File: config.mk
export PLATFORM = sky130hd
export DESIGN_NAME = sprite_pixel_address_unit
export DESIGN_NICKNAME = d
export VERILOG_FILES = /design/src/hw/rtl/spau_pkg.sv /design/src/hw/rtl/spau_decode.sv /design/src/hw/rtl/spau_affine.sv /design/src/hw/rtl/spau_address.sv /design/src/hw/rtl/sprite_pixel_address_unit.sv
export SDC_FILE = /design/constraint.sdc
export NUM_CORES = 2
export LEC_CHECK = 0
export BUFFER_PORTS_ARGS = -buffer_cell sky130_fd_sc_hd__buf_2
export CORE_MARGIN = 1
export CORE_UTILIZATION = 56
export CTS_BUF_LIST = sky130_fd_sc_hd__clkbuf_8
export DETAILED_ROUTE_END_ITERATION = 6
export PLACE_DENSITY = 0.85
export SETUP_SLACK_MARGIN = 0.5
export SYNTH_ARGS = -nofsm -noshare
export SYNTH_HDL_FRONTEND = slang
export SYNTH_HIERARCHICAL = 1
export SYNTH_SLANG_ARGS = --single-unit
File: constraint.sdc
create_clock -name clk_i -period 12.22 [get_ports clk_i]
set_input_delay 1.222 -clock clk_i [delete_from_list [all_inputs] [get_ports clk_i]]
set_output_delay 1.222 -clock clk_i [all_outputs]
set_load 0.05 [all_outputs]
File: src/hw/rtl/spau_pkg.sv
// Shared types, constants and the size table for the sprite pixel address unit.
`timescale 1ns / 1ps

package spau_pkg;

  localparam int SCREEN_W_DEF       = 240;
  localparam int OBJ_VRAM_BYTES_DEF = 32768;

  localparam logic [9:0] X_WRAP   = 10'd512;
  localparam logic [7:0] Y_WRAP   = 8'd160;
  localparam logic [9:0] Y_SPAN   = 10'd256;
  localparam logic [9:0] TILE_BMP = 10'd512;
  localparam logic [5:0] ROW_2D   = 6'd32;

  localparam int CFG_IDX_W = 2;

  typedef enum logic [CFG_IDX_W-1:0] {
    CFG_OBJ_MAPPING_1D = 2'd0,
    CFG_BITMAP_MODE    = 2'd1
  } cfg_idx_e;

  typedef enum logic [1:0] {
    NIB_BYTE = 2'd0,
    NIB_LOW  = 2'd1,
    NIB_HIGH = 2'd2
  } nib_sel_e;

  typedef struct packed {
    logic        obj_mapping_1d;
    logic        bitmap_mode;
  } cfg_t;

  typedef struct packed {
    logic [15:0]        attr_zero;
    logic [15:0]        attr_one;
    logic [15:0]        attr_two;
    logic [7:0]         scanline;
    logic [6:0]         column;
    logic signed [15:0] rot_a;
    logic signed [15:0] rot_b;
    logic signed [15:0] rot_c;
    logic signed [15:0] rot_d;
  } in_t;

  typedef struct packed {
    logic        covered;
    logic [7:0]  screen_x;
    logic [14:0] obj_vram_address;
    logic [1:0]  nibble_select;
    logic [1:0]  draw_priority;
    logic [3:0]  palette_bank;
    logic        full_color;
  } out_t;

  typedef struct packed {
    logic [6:0] w;
    logic [6:0] h;
  } size_t;

  typedef struct packed {
    logic               kill;
    logic               affine;
    logic               deep;
    logic [6:0]         w;
    logic [6:0]         h;
    logic [5:0]         tx_lin;
    logic [5:0]         ty_lin;
    logic signed [7:0]  dx;
    logic signed [7:0]  dy;
    logic signed [15:0] rot_a;
    logic signed [15:0] rot_b;
    logic signed [15:0] rot_c;
    logic signed [15:0] rot_d;
    logic [7:0]         screen_x;
    logic [9:0]         tile;
    logic [1:0]         prio;
    logic [3:0]         pal;
  } s1_t;

  typedef struct packed {
    logic               kill;
    logic               affine;
    logic               deep;
    logic [6:0]         w;
    logic [6:0]         h;
    logic [5:0]         tx_lin;
    logic [5:0]         ty_lin;
    logic signed [23:0] prod_a;
    logic signed [23:0] prod_b;
    logic signed [23:0] prod_c;
    logic signed [23:0] prod_d;
    logic [7:0]         screen_x;
    logic [9:0]         tile;
    logic [1:0]         prio;
    logic [3:0]         pal;
  } s2_t;

  typedef struct packed {
    logic       kill;
    logic       deep;
    logic [6:0] w;
    logic [5:0] tx;
    logic [5:0] ty;
    logic [7:0] screen_x;
    logic [9:0] tile;
    logic [1:0] prio;
    logic [3:0] pal;
  } s3_t;

  function automatic size_t obj_size(input logic [1:0] shape, input logic [1:0] sz);
    size_t s;
    unique case ({shape, sz})
      4'b00_00: s = '{w: 7'd8,  h: 7'd8};
      4'b00_01: s = '{w: 7'd16, h: 7'd16};
      4'b00_10: s = '{w: 7'd32, h: 7'd32};
      4'b00_11: s = '{w: 7'd64, h: 7'd64};
      4'b01_00: s = '{w: 7'd16, h: 7'd8};
      4'b01_01: s = '{w: 7'd32, h: 7'd8};
      4'b01_10: s = '{w: 7'd32, h: 7'd16};
      4'b01_11: s = '{w: 7'd64, h: 7'd32};
      4'b10_00: s = '{w: 7'd8,  h: 7'd16};
      4'b10_01: s = '{w: 7'd8,  h: 7'd32};
      4'b10_10: s = '{w: 7'd16, h: 7'd32};
      4'b10_11: s = '{w: 7'd32, h: 7'd64};
      default:  s = '{w: 7'd8,  h: 7'd8};
    endcase
    return s;
  endfunction

endpackage

File: src/hw/rtl/spau_decode.sv
// First pipeline stage: attribute decode, position wrap and line, column and screen checks.
`timescale 1ns / 1ps

module spau_decode import spau_pkg::*; #(
  parameter int SCREEN_W = SCREEN_W_DEF
) (
  input  logic clk_i,
  input  logic rst_ni,
  input  cfg_t cfg_i,
  input  logic valid_i,
  output logic ready_o,
  input  in_t  data_i,
  output logic valid_o,
  input  logic ready_i,
  output s1_t  data_o
);

  localparam logic [9:0] ScreenW = 10'(SCREEN_W);

  logic               valid_q;
  s1_t                data_q;
  s1_t                data_d;
  size_t              sz;
  logic               affine;
  logic               bit9;
  logic [1:0]         shape;
  logic [8:0]         x_raw;
  logic [7:0]         y_raw;
  logic signed [10:0] ox;
  logic signed [9:0]  oy;
  logic signed [9:0]  ly;
  logic signed [10:0] sx;
  logic [7:0]         rw;
  logic [7:0]         rh;
  logic signed [8:0]  dx_full;
  logic signed [9:0]  dy_full;
  logic [6:0]         tx_flip;
  logic [6:0]         ty_flip;
  logic               line_ok;
  logic               col_ok;
  logic               sx_ok;
  logic               bad;

  always_comb begin
    affine = data_i.attr_zero[8];
    bit9   = data_i.attr_zero[9];
    shape  = data_i.attr_zero[15:14];
    sz     = obj_size(shape, data_i.attr_one[15:14]);
    x_raw  = data_i.attr_one[8:0];
    y_raw  = data_i.attr_zero[7:0];

    if ({1'b0, x_raw} >= ScreenW) begin
      ox = $signed({2'b00, x_raw}) - $signed({1'b0, X_WRAP});
    end else begin
      ox = $signed({2'b00, x_raw});
    end
    if (y_raw >= Y_WRAP) begin
      oy = $signed({2'b00, y_raw}) - $signed(Y_SPAN);
    end else begin
      oy = $signed({2'b00, y_raw});
    end

    rw = (affine && bit9) ? {sz.w, 1'b0} : {1'b0, sz.w};
    rh = (affine && bit9) ? {sz.h, 1'b0} : {1'b0, sz.h};

    ly      = $signed({2'b00, data_i.scanline}) - oy;
    line_ok = !ly[9] && (ly < $signed({2'b00, rh}));
    col_ok  = {1'b0, data_i.column} < rw;
    sx      = ox + $signed({4'b0000, data_i.column});
    sx_ok   = !sx[10] && (sx[9:0] < ScreenW);

    dx_full = $signed({2'b00, data_i.column}) - $signed({2'b00, rw[7:1]});
    dy_full = ly - $signed({3'b000, rh[7:1]});
    tx_flip = sz.w - 7'd1 - data_i.column;
    ty_flip = sz.h - 7'd1 - ly[6:0];

    bad = (!affine && bit9) || (shape == 2'd3)
        || (cfg_i.bitmap_mode && (data_i.attr_two[9:0] < TILE_BMP))
        || !line_ok || !col_ok || !sx_ok;

    data_d.kill     = bad;
    data_d.affine   = affine;
    data_d.deep     = data_i.attr_zero[13];
    data_d.w        = sz.w;
    data_d.h        = sz.h;
    data_d.tx_lin   = data_i.attr_one[12] ? tx_flip[5:0] : data_i.column[5:0];
    data_d.ty_lin   = data_i.attr_one[13] ? ty_flip[5:0] : ly[5:0];
    data_d.dx       = dx_full[7:0];
    data_d.dy       = dy_full[7:0];
    data_d.rot_a    = data_i.rot_a;
    data_d.rot_b    = data_i.rot_b;
    data_d.rot_c    = data_i.rot_c;
    data_d.rot_d    = data_i.rot_d;
    data_d.screen_x = sx[7:0];
    data_d.tile     = data_i.attr_two[9:0];
    data_d.prio     = data_i.attr_two[11:10];
    data_d.pal      = data_i.attr_two[15:12];
  end

  assign ready_o = !valid_q || ready_i;
  assign valid_o = valid_q;
  assign data_o  = data_q;

  always_ff @(posedge clk_i or negedge rst_ni) begin
    if (!rst_ni) begin
      valid_q <= 1'b0;
    end else if (ready_o) begin
      valid_q <= valid_i;
    end
  end

  always_ff @(posedge clk_i) begin
    if (valid_i && ready_o) begin
      data_q <= data_d;
    end
  end

endmodule

File: src/hw/rtl/spau_affine.sv
// Second and third pipeline stages: affine products, then texel coordinates and texture bounds.
`timescale 1ns / 1ps

module spau_affine import spau_pkg::*; (
  input  logic clk_i,
  input  logic rst_ni,
  input  logic valid_i,
  output logic ready_o,
  input  s1_t  data_i,
  output logic valid_o,
  input  logic ready_i,
  output s3_t  data_o
);

  logic               mul_valid_q;
  s2_t                mul_q;
  s2_t                mul_d;
  logic               mul_ready;
  logic               tex_valid_q;
  s3_t                tex_q;
  s3_t                tex_d;
  logic signed [24:0] sum_x;
  logic signed [24:0] sum_y;
  logic signed [17:0] tx_w;
  logic signed [17:0] ty_w;
  logic               tex_ok;

  always_comb begin
    mul_d.kill     = data_i.kill;
    mul_d.affine   = data_i.affine;
    mul_d.deep     = data_i.deep;
    mul_d.w        = data_i.w;
    mul_d.h        = data_i.h;
    mul_d.tx_lin   = data_i.tx_lin;
    mul_d.ty_lin   = data_i.ty_lin;
    mul_d.prod_a   = data_i.rot_a * data_i.dx;
    mul_d.prod_b   = data_i.rot_b * data_i.dy;
    mul_d.prod_c   = data_i.rot_c * data_i.dx;
    mul_d.prod_d   = data_i.rot_d * data_i.dy;
    mul_d.screen_x = data_i.screen_x;
    mul_d.tile     = data_i.tile;
    mul_d.prio     = data_i.prio;
    mul_d.pal      = data_i.pal;
  end

  // The arithmetic shift of the sum floors the 8.8 result towards minus infinity.
  always_comb begin
    sum_x  = $signed({mul_q.prod_a[23], mul_q.prod_a})
           + $signed({mul_q.prod_b[23], mul_q.prod_b});
    sum_y  = $signed({mul_q.prod_c[23], mul_q.prod_c})
           + $signed({mul_q.prod_d[23], mul_q.prod_d});
    tx_w   = $signed({sum_x[24], sum_x[24:8]}) + $signed({12'd0, mul_q.w[6:1]});
    ty_w   = $signed({sum_y[24], sum_y[24:8]}) + $signed({12'd0, mul_q.h[6:1]});
    tex_ok = !tx_w[17] && (tx_w < $signed({11'd0, mul_q.w}))
          && !ty_w[17] && (ty_w < $signed({11'd0, mul_q.h}));

    tex_d.kill     = mul_q.kill || (mul_q.affine && !tex_ok);
    tex_d.deep     = mul_q.deep;
    tex_d.w        = mul_q.w;
    tex_d.tx       = mul_q.affine ? tx_w[5:0] : mul_q.tx_lin;
    tex_d.ty       = mul_q.affine ? ty_w[5:0] : mul_q.ty_lin;
    tex_d.screen_x = mul_q.screen_x;
    tex_d.tile     = mul_q.tile;
    tex_d.prio     = mul_q.prio;
    tex_d.pal      = mul_q.pal;
  end

  assign mul_ready = !tex_valid_q || ready_i;
  assign ready_o   = !mul_valid_q || mul_ready;
  assign valid_o   = tex_valid_q;
  assign data_o    = tex_q;

  always_ff @(posedge clk_i or negedge rst_ni) begin
    if (!rst_ni) begin
      mul_valid_q <= 1'b0;
      tex_valid_q <= 1'b0;
    end else begin
      if (ready_o) begin
        mul_valid_q <= valid_i;
      end
      if (mul_ready) begin
        tex_valid_q <= mul_valid_q;
      end
    end
  end

  always_ff @(posedge clk_i) begin
    if (valid_i && ready_o) begin
      mul_q <= mul_d;
    end
    if (mul_valid_q && mul_ready) begin
      tex_q <= tex_d;
    end
  end

endmodule

File: src/hw/rtl/spau_address.sv
// Fourth pipeline stage and output register: tile mapping, byte address and range check.
`timescale 1ns / 1ps

module spau_address import spau_pkg::*; #(
  parameter int OBJ_VRAM_BYTES = OBJ_VRAM_BYTES_DEF
) (
  input  logic clk_i,
  input  logic rst_ni,
  input  cfg_t cfg_i,
  input  logic valid_i,
  output logic ready_o,
  input  s3_t  data_i,
  output logic valid_o,
  input  logic ready_i,
  output out_t data_o
);

  localparam logic [16:0] VramLimit = 17'(OBJ_VRAM_BYTES);

  logic        valid_q;
  out_t        data_q;
  out_t        data_d;
  logic [5:0]  row;
  logic [10:0] row_off;
  logic [10:0] col_off;
  logic [10:0] tile;
  logic [5:0]  pix_off;
  logic [15:0] addr;
  logic        hit;

  always_comb begin
    if (cfg_i.obj_mapping_1d) begin
      row = data_i.deep ? {1'b0, data_i.w[6:3], 1'b0} : {2'b00, data_i.w[6:3]};
    end else begin
      row = ROW_2D;
    end
    row_off = {8'd0, data_i.ty[5:3]} * {5'd0, row};
    col_off = data_i.deep ? {7'd0, data_i.tx[5:3], 1'b0} : {8'd0, data_i.tx[5:3]};
    tile    = {1'b0, data_i.tile} + row_off + col_off;
    pix_off = data_i.deep ? {data_i.ty[2:0], data_i.tx[2:0]}
                          : {1'b0, data_i.ty[2:0], data_i.tx[2:1]};
    addr    = {tile, 5'd0} + {10'd0, pix_off};
    hit     = !data_i.kill && ({1'b0, addr} < VramLimit);

    data_d = '0;
    if (hit) begin
      data_d.covered          = 1'b1;
      data_d.screen_x         = data_i.screen_x;
      data_d.obj_vram_address = addr[14:0];
      if (data_i.deep) begin
        data_d.nibble_select = NIB_BYTE;
      end else if (data_i.tx[0]) begin
        data_d.nibble_select = NIB_HIGH;
      end else begin
        data_d.nibble_select = NIB_LOW;
      end
      data_d.draw_priority    = data_i.prio;
      data_d.palette_bank     = data_i.pal;
      data_d.full_color       = data_i.deep;
    end
  end

  assign ready_o = !valid_q || ready_i;
  assign valid_o = valid_q;
  assign data_o  = data_q;

  always_ff @(posedge clk_i or negedge rst_ni) begin
    if (!rst_ni) begin
      valid_q <= 1'b0;
    end else if (ready_o) begin
      valid_q <= valid_i;
    end
  end

  always_ff @(posedge clk_i) begin
    if (valid_i && ready_o) begin
      data_q <= data_d;
    end
  end

endmodule

File: src/hw/rtl/sprite_pixel_address_unit.sv
// Top level of the sprite pixel address unit: configuration registers and the four-stage pipeline.
//
// Each input beat carries one sprite's three attribute words, its four affine
// parameters, the scanline and a column within the sprite's rendered width. Each
// beat yields exactly one output beat: whether the column fetches a texel, the
// screen column, the byte address in object tile memory, the nibble select,
// priority, palette bank and the 8bpp flag. A column that is not covered gives
// an output beat with every field zero.
// The pipeline has four register stages: decode, affine products, texel
// coordinates, and address with the output register. Unless the output stalls,
// one beat is accepted per cycle.
// Each stage keeps its own valid bit, so a stalled receiver fills the bubbles
// first; in_ready_o falls only when all four stages hold a beat and the output
// is not taken. Nothing is dropped or repeated under stalls.
// The configuration channel is always ready; index 0 selects linear tile mapping
// and index 1 the bitmap display modes. Write it only while the pipeline is empty.
// Reset empties the pipeline and clears both configuration bits.
`timescale 1ns / 1ps

module sprite_pixel_address_unit import spau_pkg::*; #(
  parameter int SCREEN_W       = SCREEN_W_DEF,
  parameter int OBJ_VRAM_BYTES = OBJ_VRAM_BYTES_DEF
) (
  input  logic                 clk_i,
  input  logic                 rst_ni,
  input  logic                 cfg_valid_i,
  output logic                 cfg_ready_o,
  input  logic [CFG_IDX_W-1:0] cfg_index_i,
  input  logic                 cfg_data_i,
  input  logic                 in_valid_i,
  output logic                 in_ready_o,
  input  in_t                  in_data_i,
  output logic                 out_valid_o,
  input  logic                 out_ready_i,
  output out_t                 out_data_o
);

  cfg_t cfg_q;
  logic s1_valid;
  logic s1_ready;
  s1_t  s1_data;
  logic s3_valid;
  logic s3_ready;
  s3_t  s3_data;

  assign cfg_ready_o = 1'b1;

  always_ff @(posedge clk_i or negedge rst_ni) begin
    if (!rst_ni) begin
      cfg_q <= '0;
    end else if (cfg_valid_i) begin
      unique case (cfg_index_i)
        CFG_OBJ_MAPPING_1D: cfg_q.obj_mapping_1d <= cfg_data_i;
        CFG_BITMAP_MODE:    cfg_q.bitmap_mode    <= cfg_data_i;
        default:            cfg_q                <= cfg_q;
      endcase
    end
  end

  spau_decode #(
    .SCREEN_W (SCREEN_W)
  ) u_decode (
    .clk_i   (clk_i),
    .rst_ni  (rst_ni),
    .cfg_i   (cfg_q),
    .valid_i (in_valid_i),
    .ready_o (in_ready_o),
    .data_i  (in_data_i),
    .valid_o (s1_valid),
    .ready_i (s1_ready),
    .data_o  (s1_data)
  );

  spau_affine u_affine (
    .clk_i   (clk_i),
    .rst_ni  (rst_ni),
    .valid_i (s1_valid),
    .ready_o (s1_ready),
    .data_i  (s1_data),
    .valid_o (s3_valid),
    .ready_i (s3_ready),
    .data_o  (s3_data)
  );

  spau_address #(
    .OBJ_VRAM_BYTES (OBJ_VRAM_BYTES)
  ) u_address (
    .clk_i   (clk_i),
    .rst_ni  (rst_ni),
    .cfg_i   (cfg_q),
    .valid_i (s3_valid),
    .ready_o (s3_ready),
    .data_i  (s3_data),
    .valid_o (out_valid_o),
    .ready_i (out_ready_i),
    .data_o  (out_data_o)
  );

  a_uncovered_zero: assert property (@(posedge clk_i) disable iff (!rst_ni)
    out_valid_o && !out_data_o.covered |->
      out_data_o.screen_x == '0 && out_data_o.obj_vram_address == '0 &&
      out_data_o.nibble_select == '0 && out_data_o.draw_priority == '0 &&
      out_data_o.palette_bank == '0 && !out_data_o.full_color)
    else $error("uncovered beat carries non-zero fields");

  a_nibble_depth: assert property (@(posedge clk_i) disable iff (!rst_ni)
    out_valid_o && out_data_o.covered |->
      ((out_data_o.nibble_select == NIB_BYTE) == out_data_o.full_color) &&
      (out_data_o.nibble_select != 2'd3))
    else $error("nibble select disagrees with colour depth");

  a_stall_only_when_full: assert property (@(posedge clk_i) disable iff (!rst_ni)
    !in_ready_o |-> out_valid_o && !out_ready_i)
    else $error("input stalled while the pipeline has room");

endmodule
==> run_results.csv <==
group,metric,value,unit
place,globalplace.congestion,0.885,
sta,worstMarginPinSlew,1.25,ns
synth,syn_avg_cell_area,10.8,µm²
sta,slew_headroom,0.165,
floorplanning,start_util,0.566,
cts,clkLatencyLatePin,0.71,ns
cells_and_area,nets,4267,
critical_path,cp.required,12.66,ns
critical_path,setup.worst_path.class,"reg -> reg",
cts,cts.sinks,357,
cts,tritoncts,"yes",
drt,viasPerCell,5.38,
synth,syn-cell-area,34900,µm²
grt,grt_pass1_wl,118,mm
grt,grt_max_degree,82,
synth,yosysWarnings,6,
critical_path,path_cells,"nand2_1 > fa_1 > fa_1 > inv_1 > fa_1 > inv_1 > fa_1 > inv_1 > ha_1 > o21ai_0 > a21boi_0 > o21ai_0 > a21boi_0 > o21ai_0 > a21boi_0 > o31ai_1 > a21oi_1 > a211oi_1 > a21oi_1 > xor2_1",
drt,wl,71.6,mm
drt,antenna_left,0,
flow_run,cap_viol_max_count,0,
critical_path,critPathMaxStageDelay,1.18,ns
critical_path,startpoint_type,"register",
grt,grt_pass1_vias,24400,
cts,h-tree-depth,2,
sta,fin_tns_setup,0,ns
sta,rsz0062_at_grt,"false",
drt,drc_errors,0,
sta,finalCritPeriodShare,0.525,
drt,route.vias.total,23000,
floorplanning,die_area,63300,µm²
floorplanning,pin_count,171,
cells_and_area,fillCellCount,4873,
floorplanning,core,61600,µm²
synth,synthCells,3219,
sta,finalHoldViolCount,0,
cells_and_area,area_growth,8.32,%
sta,slew_violations,0,
critical_path,crit_path_max_fanout,32,
worst_hold_path,worst_hold_path_type,"in -> async",
grt,grt_antenna_before_repair,4,
run_status,status,"completed",
sta,skew,0.0244,ns
floorplanning,row_count,91,
place,portBuffers,163,
drt,first_pass_iters,6,
sta,fmax,156,MHz
grt,grt.overflow.total,0,
grt,grt_use_total,0.234,
cells_and_area,register_area,10700,µm²
cells_and_area,multiInputGateArea,21700,µm²
drt,routedWlPerCell,16.7,µm
cts,postCtsSetupBuffers,0,
cts,cts_buffer_depth,3,
place,dp_hpwl,55.1,mm
cts,cts_hold_buffers,0,
floorplanning,chipHeight,252,µm
floorplanning,die_w,252,µm
cts,clkSlewWorstSetupHoldPaths,0.06,ns
critical_path,cp_common_cell,"fa_1",
sta,period_needed,6.41,ns
cts,cts_inserted_buffers,61,
cts,ctsResizeCount,0,
critical_path,cp_data_arrival_time,6.85,ns
drt,initialDrtViolationCount,1215,
cells_and_area,drive_above_1_share,0.0950,
sta,setup_viol,0,
critical_path,cpMaxStageDelayCell,"edfxtp_1",
cts,ctsRootBufferMaster,"clkbuf_8",
critical_path,end_kind,"register",
path summary, 6_finish.rpt:
path,startpoint,slack (ns),depth (start not counted),end
min in group clk_i,u_decode/data_o[127],0.41,0,u_affine/mul_q[143]
hold reg to reg,u_decode/data_o[127],0.41,0,u_affine/mul_q[143]
hold / removal,rst_ni,0.34,1,cfg_q[1]
setup reg to reg,u_decode/data_o[99],5.81,20,u_affine/mul_q[70]
max in group asynchronous,rst_ni,11.74,1,u_decode/valid_o
setup / recovery,u_decode/data_o[99],5.81,20,u_affine/mul_q[70]
worst max-delay path: cells and delay by family (launching register included):
kind                       cells  cell delay (ns)
adders and majority gates      5             2.36
AOI/OAI and AO/OA             10             2.15
DFF                            1             1.18
and+or+nand+nor                1             0.18
xor gates and xnor gates       1             0.16
buffers and inverters          3             0.15
registers in the layout, summed over array words and instances (netlist names):
signal,flops
u_decode/valid_o,1
u_address/valid_o,1
u_address/data_o,33
u_affine/data_o,42
u_affine/mul_valid_q,1
u_affine/valid_o,1
u_decode/data_o,127
cfg_q,2
u_affine/mul_q,149
cells in the final DEF (no fill, tap or decap), types with 15 or more instances in the layout:
cell type	count
nor2_1	92
inv_1	591
and2_1	316
a21oi_1	103
nand2b_1	86
nand3_1	31
fa_1	434
edfxtp_1	351
nor2b_1	25
xnor2_1	121
a31oi_1	15
a21boi_0	21
clkbuf_8	61
nor3_1	46
nand2_1	220
xor2_1	41
ha_1	308
buf_2	163
o21ai_0	69
a21o_1	34
mux2i_1	17
stage by stage:
step,instances,worst slack (ns),cell area (µm²),utilization,hold slack (ns)
3_3_place_gp,4164,6.04,36500,0.593,0.401
4_1_cts,4279,5.86,37800,0.613,0.283
6_report,4282,5.81,37800,0.613,0.344
2_1_floorplan,3224,6.76,34900,-,0.400
5_1_grt,4280,5.30,37800,0.613,0.323
3_5_place_dp,4164,5.96,36500,0.593,0.405
layer usage:
layer | part of all wire | track usage | vias up
met2 | 0.52 | 0.425 | 609
met4 | 0.033 | 0.0829 | 0
met3 | 0.050 | 0.0325 | 153
met5 | 0 | 0 | -
met1 | 0.40 | 0.283 | 11400
li1 | - | - | 10800
final cells by class:
class | instances | area share
clock inverter | 54 | 0.0104
sequential | 357 | 0.283
clock buffer | 61 | 0.0222
multi-input combinational | 2217 | 0.575
antenna | 3 | 0.000199
tap | 837 | 0.0277
timing repair buffer | 176 | 0.0242
inverter | 577 | 0.0573
Power is not shown: default switching activity piles up to over one toggle a cycle in this logic, so the estimate is an artifact.
